File: src/design/rmt_pkg.sv
// Shared types and constants for the running median tracker.
// No dependencies; used by rmt_cell and running_median_tracker.
package rmt_pkg;

  localparam int DATA_W  = 32;
  localparam int COUNT_W = 9;

  // Per-chain update applied by every cell of the chain in the same cycle
  typedef logic [1:0] rmt_op_t;
  localparam rmt_op_t OP_HOLD    = 2'd0;  // keep contents
  localparam rmt_op_t OP_INS     = 2'd1;  // sorted insert of the sample
  localparam rmt_op_t OP_INS_POP = 2'd2;  // sorted insert, then drop the head
  localparam rmt_op_t OP_PUSH    = 2'd3;  // shift away from head, new head enters

  typedef logic [DATA_W-1:0] rmt_data_t;

  // Broadcast to all cells of one chain
  typedef struct packed {
    rmt_op_t   op;
    rmt_data_t x;
  } rmt_ctl_t;

  // What a cell shows its neighbors
  typedef struct packed {
    rmt_data_t val;
    logic      after;   // occupied and ordered after the sample
    logic      take_x;  // empty or ordered after the sample
  } rmt_link_t;

endpackage

File: src/design/rmt_cell.sv
// One slot of a sorted chain: holds a value and updates from its neighbors.
// Depends on rmt_pkg.
module rmt_cell import rmt_pkg::*; #(
  parameter int CapW    = 9,
  parameter int Idx     = 0,
  parameter bit Descend = 1'b0
) (
  input  logic             clk,
  input  rmt_ctl_t         ctl,
  input  logic [CapW-1:0]  size,
  input  rmt_link_t        prev,
  input  rmt_link_t        next,
  output rmt_link_t        link
);

  rmt_data_t val_r;
  rmt_data_t val_nxt;
  logic      occ;
  logic      gt;

  assign occ = size > CapW'(Idx);
  assign gt  = Descend ? (val_r < ctl.x) : (val_r > ctl.x);

  assign link.val    = val_r;
  assign link.after  = occ & gt;
  assign link.take_x = ~occ | gt;

  always_comb begin
    case (ctl.op)
      OP_HOLD:    val_nxt = val_r;
      OP_INS:     val_nxt = prev.after ? prev.val : (link.take_x ? ctl.x : val_r);
      OP_INS_POP: val_nxt = link.after ? val_r : (next.take_x ? ctl.x : next.val);
      OP_PUSH:    val_nxt = prev.val;
      default:    val_nxt = val_r;
    endcase
  end

  always_ff @(posedge clk) begin
    val_r <= val_nxt;
  end

endmodule

File: config.mk
export PLATFORM = sky130hd
export DESIGN_NAME = rmt_cell
export DESIGN_NICKNAME = d
export VERILOG_FILES = /design/src/design/rmt_pkg.sv /design/src/design/rmt_cell.sv
export SDC_FILE = /design/constraint.sdc
export NUM_CORES = 1
export LEC_CHECK = 0
export ABC_AREA = 1
export BUFFER_PORTS_ARGS = -buffer_cell sky130_fd_sc_hd__buf_2
export CORE_UTILIZATION = 40
export CTS_CLUSTER_SIZE = 40
export DETAILED_ROUTE_END_ITERATION = 12
export PLACE_DENSITY = 0.72
export SYNTH_ARGS = -nofsm -noshare
export SYNTH_HDL_FRONTEND = slang
export SYNTH_SLANG_ARGS = --single-unit
export TNS_END_PERCENT = 10
File: constraint.sdc
create_clock -name clk -period 7.4 [get_ports clk]
set_input_delay 0.74 -clock clk [delete_from_list [all_inputs] [get_ports clk]]
set_output_delay 0.74 -clock clk [all_outputs]
set_load 0.03 [all_outputs]
* After elaboration in Yosys (flattened, before gate mapping) *
Cells that the tools add are included.

storage, ports and cells
  bits in registers = 32
  word-level logic and storage cells = 19
  output and inout bits = 34
  bits of input ports = 112

operators by class
  $lt $le $gt $ge = 2
  multiplexer cells = 5
  equal/unequal tests = 5
  reductions and logical operators = 2
  bitwise logic cells = 4

operator list
  cell                                                                   count
  32-bit 2-to-1 mux                                                      4
  32-bit one-hot mux with 3 select lines                                 1
  32-bit > comparator                                                    1
  9-bit by 1-bit > comparator with 1-bit output, second input constant   1
  2-bit equality test, second input constant                             2
  3-bit != test, second input constant                                   1
  3-bit AND reduction                                                    1
  2-bit by 1-bit equality test with 1-bit output, second input constant  1
  2-bit zero test                                                        1
  2-bit != test, second input constant                                   1
  1-bit NOT                                                              2
  1-bit bitwise AND                                                      1
  1-bit OR                                                               1

* Logic depth before layout (Yosys ltp) *
Gate-level depths: netlist of run 1.

  depth in word-level cells = 6
  depth in mapped cells = 17
  depth with buffers taken out = 17

* Worst setup path before layout of run 1 *
No wires, ideal clock.

  kind = input port to flip-flop
  from = input ctl[15] (netlist name)
  to = register val_r[0] (enable)
  setup time = 422 ps
  slack = 3782 ps
  path buffers = 0
  arrival = 3197 ps
  data required time = 6978 ps
  cell stages on the path = 12
  cells stage by stage = inv_1 ha_1 nand2_1 nor3_2 nand2_1 nand2_1 nand2_1 nand2_2 nand2_2 nand2_2 nor2_2 nor2_1

RTL lines
  what                    RTL line        text
  start: declaration      rmt_cell.sv:9   input rmt_ctl_t ctl,
  end signal: assignment  rmt_cell.sv:39  val_r <= val_nxt;
  end: declaration        rmt_cell.sv:16  rmt_data_t val_r;

==> results of run 1 <==
-- metrics by stage --
step           util (%)  power, mW
6_report           53.4      0.638
5_1_grt            53.4      0.676
4_1_cts            53.4      0.644
3_5_place_dp       52.3      0.514
3_3_place_gp       52.3      0.506
2_1_floorplan         -      0.426
-- how the worst max path moves through the flow --
stage                                endpoint  slack (ns)  cells past startpoint
after floorplan            val_r[0]$_DFFE_PP_        3.78                     12
after detailed placement  val_r[29]$_DFFE_PP_        4.15                     14
after global placement    val_r[31]$_DFFE_PP_        4.18                     14
after CTS                             link[0]        4.42                     14
final                                 link[0]        4.42                     12
after global routing       val_r[3]$_DFFE_PP_        4.32                     15
-- critical path, delay by kind of cell --
| kind | cells | cell delay, ns |
|---|---|---|
| AND/OR/NAND/NOR | 5 | 0.34 |
| adder cells (fa/ha/maj) | 1 | 0.30 |
| buffers and inverters | 3 | 0.32 |
| AO/OA/AOI/OAI | 3 | 0.54 |
-- where the power goes --
group / internal [mW] / leakage [nW] / switching (mW)
Combinational: 0.0901 / 1.46 / 0.171
Clock: 0.0621 / 0.0391 / 0.0661
Sequential: 0.235 / 0.320 / 0.0140
-- placed cells by master, fill, tap and decap left out, drive strengths merged --
cell type / synthesis / routed
nor3: 3 / 3
nand4: 4 / 4
or2: 1 / 1
a21o: 1 / 1
clkbuf: 5 / 5
ha: 32 / 32
clkinv: 0 / 2
inv: 45 / 45
buf: 14 / 143
nor2: 45 / 45
o21ai: 40 / 40
edfxtp: 32 / 32
o221ai: 27 / 27
o21a: 1 / 1
nand2: 47 / 47
and2: 1 / 1
a21oi: 23 / 23
nand3: 33 / 33
-- final cells by class --
| cell class | instances | area [um^2] |
|---|---|---|
| fill | 699 | 3180 |
| clock buffer | 5 | 68.8 |
| multi-input combinational | 258 | 1610 |
| sequential | 32 | 961 |
| timing repair buffer | 143 | 716 |
| inverter | 45 | 169 |
| tap | 96 | 120 |
| clock inverter | 2 | 7.51 |
-- routing by layer --
| layer | up-vias | global-route usage (%) |
|---|---|---|
| li1 | 1523 | - |
| met1 | 1410 | 24.8 |
| met2 | 106 | 40.6 |
| met3 | 7 | 3.81 |
| met4 | 0 | 6.52 |
| met5 | - | 0 |
-- kinds of logic after synthesis --
| logic type | synth area share (%) |
|---|---|
| compound gates | 20.4 |
| fa+ha+maj | 14.1 |
| simple gates | 21.7 |
| flops | 33.8 |
| buf+inv | 10.1 |
==> flow_summary_export.csv, run 1 <==
group,metric,value,unit
floorplanning,dieArea,7460,um^2
clock_tree,cts_max_level,2,
place,post-place-cells,574,
logic_synthesis,yosysTopAreaCellShare,33.8,%
global_routing,grt_pass1_vias,2791,
min_path,hold_start,"next[3]",
final_layout,layoutNonFillerInstCount,581,
clock_tree,worstSkewPairLatency,0.28,ns
sta,finalHoldViolations,0,
logic_synthesis,yosysWarnings,0,
run,maxCapViolations,0,
final_layout,diodes,0,
floorplanning,die_w,86.4,um
drt,routed_wirelength,8420,um
clock_tree,cts-buffers-inserted,5,
min_path,holdPathStages,3,
logic_synthesis,ys_seq_area_share,33.8,%
sta,min_period_over_period,40.3,%
clock_tree,cts_tree,"yes",
setup_path,rrSetupSlack,4.65,ns
sta,tns,0,ns
power_and_ir_drop,powerDensity,175,nW/um^2
drt,drc,0,
final_layout,drive_above_1_share,35.5,%
setup_path,worst_setup_path_end_kind,"primary output",
clock_tree,cts_hold_buf,0,
floorplanning,start_util,41.7,%
place,dp_slack,4.15,ns
logic_synthesis,synth_common_cells,"41 x inv_1, 41 x nand2_1, 40 x nor2_1, 33 x nand3_1, 33 x o21ai_0",
setup_path,r2r_cells,11,
final_layout,largest_register_ffs,32,
logic_synthesis,avgSynthCellArea,8.04,um^2
sta,hold_ws,0.744,ns
global_routing,grt_pass1_wl,12600,um
drt,drt_pre_antenna_iters,4,
logic_synthesis,synth_fp_nets,498,
floorplanning,core_area,6830,um^2
clock_tree,cts.sinks,32,
setup_path,required,6.66,ns
power_and_ir_drop,ir_drop,76.9,uV
final_layout,final_area,3650,um^2
setup_path,worstPathCellList,"buf_2, inv_1, ha_1, a21oi_1, o21ai_0, a21oi_1, nand2_1, nand2_1, nand2_2, nand2_2, nand2_2, buf_2",
sta,fmax,0.335,GHz
drt,dr_wl_met2,4350,um
final_layout,top_register,"val_r",
logic_synthesis,ys_ff_latch,32,
setup_path,path_class,"in -> out",
drt,viasPerCell,5.24,
power_and_ir_drop,p_leak,1.82,nW
sta,max-slew-margin-rel,31.5,%
min_path,min_to,"val_r[1]$_DFFE_PP_",
clock_tree,cts_buffer_depth,2,
place,numPortBuffers,143,
place,hpwl,6200,um
setup_path,slowest_delay,0.30,ns
place,routabilityCongestion,0.799,
logic_synthesis,synth_edf_count,32,
clock_tree,path_clk_slew,0.07,ns
sta,fin_skew,0.00652,ns
floorplanning,ioPinCount,146,
setup_path,start_kind,"input port",
setup_path,rr_startpoint,"val_r[14]$_DFFE_PP_",
global_routing,grt-ovfl-total,0,
floorplanning,rows,30,
min_path,hold_path.class,"in -> reg",
logic_synthesis,synth_cells,354,
sta,worstMarginPinSlew,1.02,ns
drt,top_layer_used,"met4",
clock_tree,cts_root_buffer,"clkbuf_8",
logic_synthesis,synth_area_leaders,"edfxtp_1 34%, ha_1 14%, o221ai_1 8.3%, nand3_1 5.8%, o21ai_0 5.8%",
sta,slew_violations,0,
status,outcome,"finished clean",
logic_synthesis,ys_types,29,
setup_path,crit_slowest_cell,"ha_1",
sta,setup_viol,0,
sta,rsz0062_at_grt,"no",
drt,drtIter0Drc,150,
drt,drt-met1-wl,3550,um
sta,fin_ws,4.42,ns
logic_synthesis,ys.flop_type,"edfxtp_1",
setup_path,cp_data_arrival_time,2.24,ns
global_routing,grt_util_all_layers,21.6,%
final_layout,fin_nets,629,
drt,antenna_left,0,
place,placed_cell_area,3570,um^2
drt,avgRoutedWirePerCell,14.5,um
setup_path,reg2reg_to,"val_r[11]$_DFFE_PP_",
setup_path,crit_top_cell,"nand2_2",
clock_tree,post_cts_buffers,0,
global_routing,antenna_found_initial,0,
global_routing,grt_max_degree,54,
setup_path,path_max_fanout,2,
final_layout,largestRegisters,"val_r (32)",
clock_tree,ctsResizeCount,0,
drt,met3WireLength,439,um
logic_synthesis,async_reset_ff_share,0,%
final_layout,syn2layout_area_growth,28.3,%
floorplanning,fp.dieH,86.4,um
sta,post-route-min-period,2.98,ns
logic_synthesis,synth_top_area_cell,"edfxtp_1",
drt,vias,3046,
setup_path,crit_start,"ctl[13]",
logic_synthesis,syn-cell-area,2850,um^2
Power figures use the tool's default switching activity.
==> run 2, diff against run 1 <==
==> constraint.sdc (replaced) <==
create_clock -name clk -period 2.75 [get_ports clk]
set_input_delay 0.275 -clock clk [delete_from_list [all_inputs] [get_ports clk]]
set_output_delay 0.275 -clock clk [all_outputs]
set_load 0.03 [all_outputs]
==> flow_summary_export.csv, run 2 (synthesis gave the netlist of run 1 again) <==
group,metric,value,unit
sta,tns,0,ns
clock_tree,cts_max_level,2,
power_and_ir_drop,combPwrFrac,41.3,%
power_and_ir_drop,internal-power,1.06,mW
sta,rsz0062_at_grt,"no",
run,maxCapViolations,0,
sta,min_period_over_period,83.0,%
min_path,hold_path.class,"in -> reg",
drt,drtIter0Drc,119,
floorplanning,fp.dieH,86.4,um
final_layout,multi_input_area,1610,um^2
power_and_ir_drop,seq_power_share,38.5,%
final_layout,largestRegisters,"val_r (32)",
final_layout,fillerInstances,694,
place,routabilityCongestion,0.817,
drt,routed_wirelength,8380,um
final_layout,drive_above_1_share,36.3,%
global_routing,grt_pass1_vias,2921,
sta,post-route-min-period,2.28,ns
setup_path,r2r_cells,11,
drt,viasPerCell,5.22,
sta,worstMarginPinSlew,0.655,ns
sta,setup_viol,0,
place,placed_cell_area,3630,um^2
sta,fin_skew,0.00375,ns
place,hpwl,6420,um
setup_path,path_max_fanout,2,
power_and_ir_drop,ir_drop,259,uV
global_routing,grt_pass1_wl,13000,um
power_and_ir_drop,total_power,1.73,mW
power_and_ir_drop,p_switching,0.670,mW
floorplanning,die_w,86.4,um
global_routing,grt-ovfl-total,0,
sta,finalHoldViolations,0,
setup_path,worst_setup_path_end_kind,"primary output",
floorplanning,start_util,41.7,%
place,post-place-cells,581,
global_routing,antenna_found_initial,0,
final_layout,most-common-layout-cells,"143 x buf_2, 41 x inv_1, 40 x nand2_1, 39 x nor2_1",
drt,drc,0,
final_layout,seq_area,961,um^2
final_layout,fin_nets,636,
floorplanning,ioPinCount,146,
clock_tree,path_clk_slew,0.07,ns
power_and_ir_drop,p_leak,1.86,nW
clock_tree,cts_hold_buf,0,
final_layout,syn2layout_area_growth,30.2,%
drt,avgRoutedWirePerCell,14.2,um
final_layout,layoutNonFillerInstCount,589,
setup_path,path_class,"reg -> out",
clock_tree,cts-buffers-inserted,5,
drt,antenna_left,0,
place,numPortBuffers,143,
final_layout,diodes,0,
min_path,holdPathStages,3,
place,dp_slack,0.512,ns
global_routing,grt_max_degree,32,
sta,fin_ws,0.468,ns
final_layout,top_register,"val_r",
setup_path,start_kind,"register",
clock_tree,cts.sinks,32,
power_and_ir_drop,p_sw_share,38.7,%
floorplanning,dieArea,7460,um^2
power_and_ir_drop,powerDensity,467,nW/um^2
sta,max-slew-margin-rel,56.3,%
clock_tree,worstSkewPairLatency,0.28,ns
clock_tree,ctsResizeCount,0,
status,outcome,"finished clean",
clock_tree,cts_tree,"yes",
drt,vias,3076,
sta,slew_violations,0,
final_layout,final_common_cell,"buf_2",
sta,fmax,0.438,GHz
final_layout,largest_register_ffs,32,
final_layout,final_area,3710,um^2
setup_path,cp_data_arrival_time,2.01,ns
clock_tree,cts_buffer_depth,2,
global_routing,grt_util_all_layers,22.3,%
drt,drt_pre_antenna_iters,4,
setup_path,required,2.48,ns
clock_tree,post_cts_buffers,0,
clock_tree,cts_root_buffer,"clkbuf_8",
power_and_ir_drop,p_clk_share,20.2,%
floorplanning,core_area,6830,um^2
floorplanning,rows,30,
-- run 2: area by class of cell --
class                           count  share of cell area [%]
Tap cell                           96                    3.24
Inverter                           45                    4.56
Multi-Input combinational cell    258                    43.4
Clock buffer                        7                    2.06
Timing Repair Buffer              150                    20.7
Clock inverter                      1                   0.101
Sequential cell                    32                    25.9
-- run 2: critical path, cell delays in order (launching register included) --
cell and delay (ns):
edfxtp_1 0.39, ha_1 0.30, a21oi_1 0.15, nor2_1 0.06, nor2_1 0.10, nand3_1 0.07
a21oi_1 0.23, nand2_2 0.10, nand2_2 0.08, nand2_2 0.06, buf_2 0.18
-- run 2: worst paths after layout --
kind / startpoint / to / slack, ns
setup / recovery: val_r[21]$_DFFE_PP_ / link[0] / 0.47
hold / removal: next[10] / val_r[8]$_DFFE_PP_ / 0.28
setup reg to reg: val_r[21]$_DFFE_PP_ / val_r[19]$_DFFE_PP_ / 0.56
hold reg to reg: val_r[23]$_DFFE_PP_ / val_r[1]$_DFFE_PP_ / 1.34
-- run 2: metal layers --
metal / wire [um] / GRT usage [%] / vias up
met3: 468 / 4.10 / 4
met4: 61 / 5.76 / 0
met2: 4240 / 40.6 / 105
met5: 0 / 0 / -
li1: - / - / 1532
met1: 3610 / 27.0 / 1435
-- run 2: through the flow --
stage / hold WS (ns) / util, %
after global routing: 0.282 / 54.3
after global placement: 0.560 / 53.1
after floorplan: 0.468 / -
after detailed placement: 0.568 / 53.1
after CTS: 0.272 / 54.3
final: 0.281 / 54.3
-- run 2: power groups by stage --
stage | clock, mW | combinational, mW | sequential (mW)
after floorplan | 0 | 0.336 | 0.810
after global placement | 0 | 0.702 | 0.674
after detailed placement | 0 | 0.716 | 0.678
after CTS | 0.360 | 0.719 | 0.668
after global routing | 0.372 | 0.792 | 0.674
final | 0.350 | 0.715 | 0.667
==> run 3, diff against run 2 <==
==> constraint.sdc (replaced) <==
create_clock -name clk -period 2.3 [get_ports clk]
set_input_delay 0.23 -clock clk [delete_from_list [all_inputs] [get_ports clk]]
set_output_delay 0.23 -clock clk [all_outputs]
set_load 0.03 [all_outputs]
==> flow_summary_export.csv, run 3 (synthesis gave the netlist of run 1 again) <==
group,metric,value,unit
setup_path,required,2.07,ns
sta,min_period_over_period,93.9,%
final_layout,diodes,0,
final_layout,fin_nets,635,
floorplanning,core_area,6830,um^2
sta,tns,0,ns
min_path,holdPathStages,3,
clock_tree,cts_buffer_depth,2,
final_layout,final_area,3860,um^2
global_routing,grt_util_all_layers,22.0,%
global_routing,grt-ovfl-total,0,
sta,fmax,0.463,GHz
setup_path,start_kind,"register",
clock_tree,cts.sinks,32,
drt,drtIter0Drc,112,
global_routing,grt_pass1_vias,2953,
global_routing,grt_max_degree,35,
clock_tree,ctsResizeCount,0,
power_and_ir_drop,total_power,2.14,mW
place,numPortBuffers,143,
floorplanning,ioPinCount,146,
sta,setup_viol,0,
drt,vias,3068,
power_and_ir_drop,p_leak,1.88,nW
drt,viasPerCell,5.22,
final_layout,fillerInstances,664,
drt,drc,0,
min_path,min_to,"val_r[15]$_DFFE_PP_",
sta,worstMarginPinSlew,0.640,ns
setup_path,cp_data_arrival_time,1.93,ns
place,placed_cell_area,3720,um^2
clock_tree,cts_root_buffer,"clkbuf_8",
final_layout,layoutNonFillerInstCount,588,
final_layout,top_register,"val_r",
drt,drt_pre_antenna_iters,4,
clock_tree,post_cts_buffers,0,
clock_tree,cts_tree,"yes",
clock_tree,cts_hold_buf,0,
floorplanning,dieArea,7460,um^2
setup_path,path_class,"reg -> out",
setup_path,path_max_fanout,2,
setup_path,rrSetupSlack,0.15,ns
place,hpwl,6260,um
sta,hold_ws,0.229,ns
min_path,hold_path.class,"in -> reg",
final_layout,drive_above_1_share,38.8,%
drt,routed_wirelength,8150,um
sta,fin_skew,0.00714,ns
sta,finalHoldViolations,0,
sta,slew_violations,0,
drt,antenna_left,0,
final_layout,utilization,56.5,%
global_routing,grt_pass1_wl,13000,um
drt,avgRoutedWirePerCell,13.9,um
clock_tree,path_clk_slew,0.07,ns
place,routabilityCongestion,0.818,
setup_path,reg2reg_to,"val_r[25]$_DFFE_PP_",
clock_tree,cts-buffers-inserted,5,
final_layout,final_common_cell,"buf_2",
run,maxCapViolations,0,
final_layout,syn2layout_area_growth,35.6,%
sta,fin_ws,0.141,ns
floorplanning,start_util,41.7,%
clock_tree,worstSkewPairLatency,0.28,ns
floorplanning,die_w,86.4,um
setup_path,rr_startpoint,"val_r[21]$_DFFE_PP_",
clock_tree,cts_max_level,2,
place,post-place-cells,580,
power_and_ir_drop,powerDensity,553,nW/um^2
final_layout,largestRegisters,"val_r (32)",
floorplanning,fp.dieH,86.4,um
sta,max-slew-margin-rel,57.3,%
floorplanning,rows,30,
final_layout,most-common-layout-cells,"141 x buf_2, 41 x inv_1, 39 x nand2_1, 38 x nor2_1",
setup_path,worst_setup_path_end_kind,"primary output",
global_routing,antenna_found_initial,0,
min_path,hold_start,"next[17]",
power_and_ir_drop,ir_drop,294,uV
status,outcome,"finished clean",
setup_path,r2r_cells,11,
place,dp_slack,0.0765,ns
final_layout,largest_register_ffs,32,
sta,post-route-min-period,2.16,ns
[run 3: cell count changes in the layout (fill, tap and decap cells not counted), sizes merged]
cell / delta
clkbuf: -2
buf: -1
clkinv: +2
[run 3: how the worst max path moves through the flow]
| stage | slack (ns) | cells after the start | end | from |
|---|---|---|---|---|
| 2_1_floorplan | -0.16 | 13 | val_r[0]$_DFFE_PP_ | val_r[7]$_DFFE_PP_ |
| 3_3_place_gp | 0.10 | 13 | val_r[31]$_DFFE_PP_ | ctl[21] |
| 3_5_place_dp | 0.08 | 13 | val_r[20]$_DFFE_PP_ | ctl[19] |
| 4_1_cts | 0.05 | 10 | link[0] | val_r[19]$_DFFE_PP_ |
| 5_1_grt | -0.0003 | 10 | link[1] | val_r[11]$_DFFE_PP_ |
| 6_report | 0.14 | 10 | link[1] | val_r[22]$_DFFE_PP_ |
[run 3: layout make-up]
cell class              count  area [um^2]  share of cell area (%)
clock buffers               5         68.8                    1.78
clock inverters             3         13.8                   0.357
inverters                  45          169                    4.38
multi-input cells         258         1740                    45.0
flip-flops and latches     32          961                    24.9
well taps                  96          120                    3.11
repair buffers            149          791                    20.5
[run 3: critical path: stages (launching register included)]
cell and delay (ns):
edfxtp_1 0.44, ha_4 0.30, nand2_4 0.05, nor2_4 0.12, nand4_2 0.11, nor2_4 0.12
nand2_1 0.07, nand2_2 0.07, nand2_2 0.07, nor2_1 0.11, buf_4 0.17
[run 3: per-layer routing]
metal  wire length (um)  global-route usage (%)
met5                  0                       0
met4                 77                    3.94
met3                476                    3.71
met2               4120                    40.8
met1               3480                    27.1
[run 3: power breakdown]
part           internal (mW)  leakage, nW  total, mW  switching [mW]
Clock                  0.206       0.0453      0.431           0.225
Sequential             0.754        0.320      0.804          0.0499
Combinational          0.340         1.52      0.900           0.561
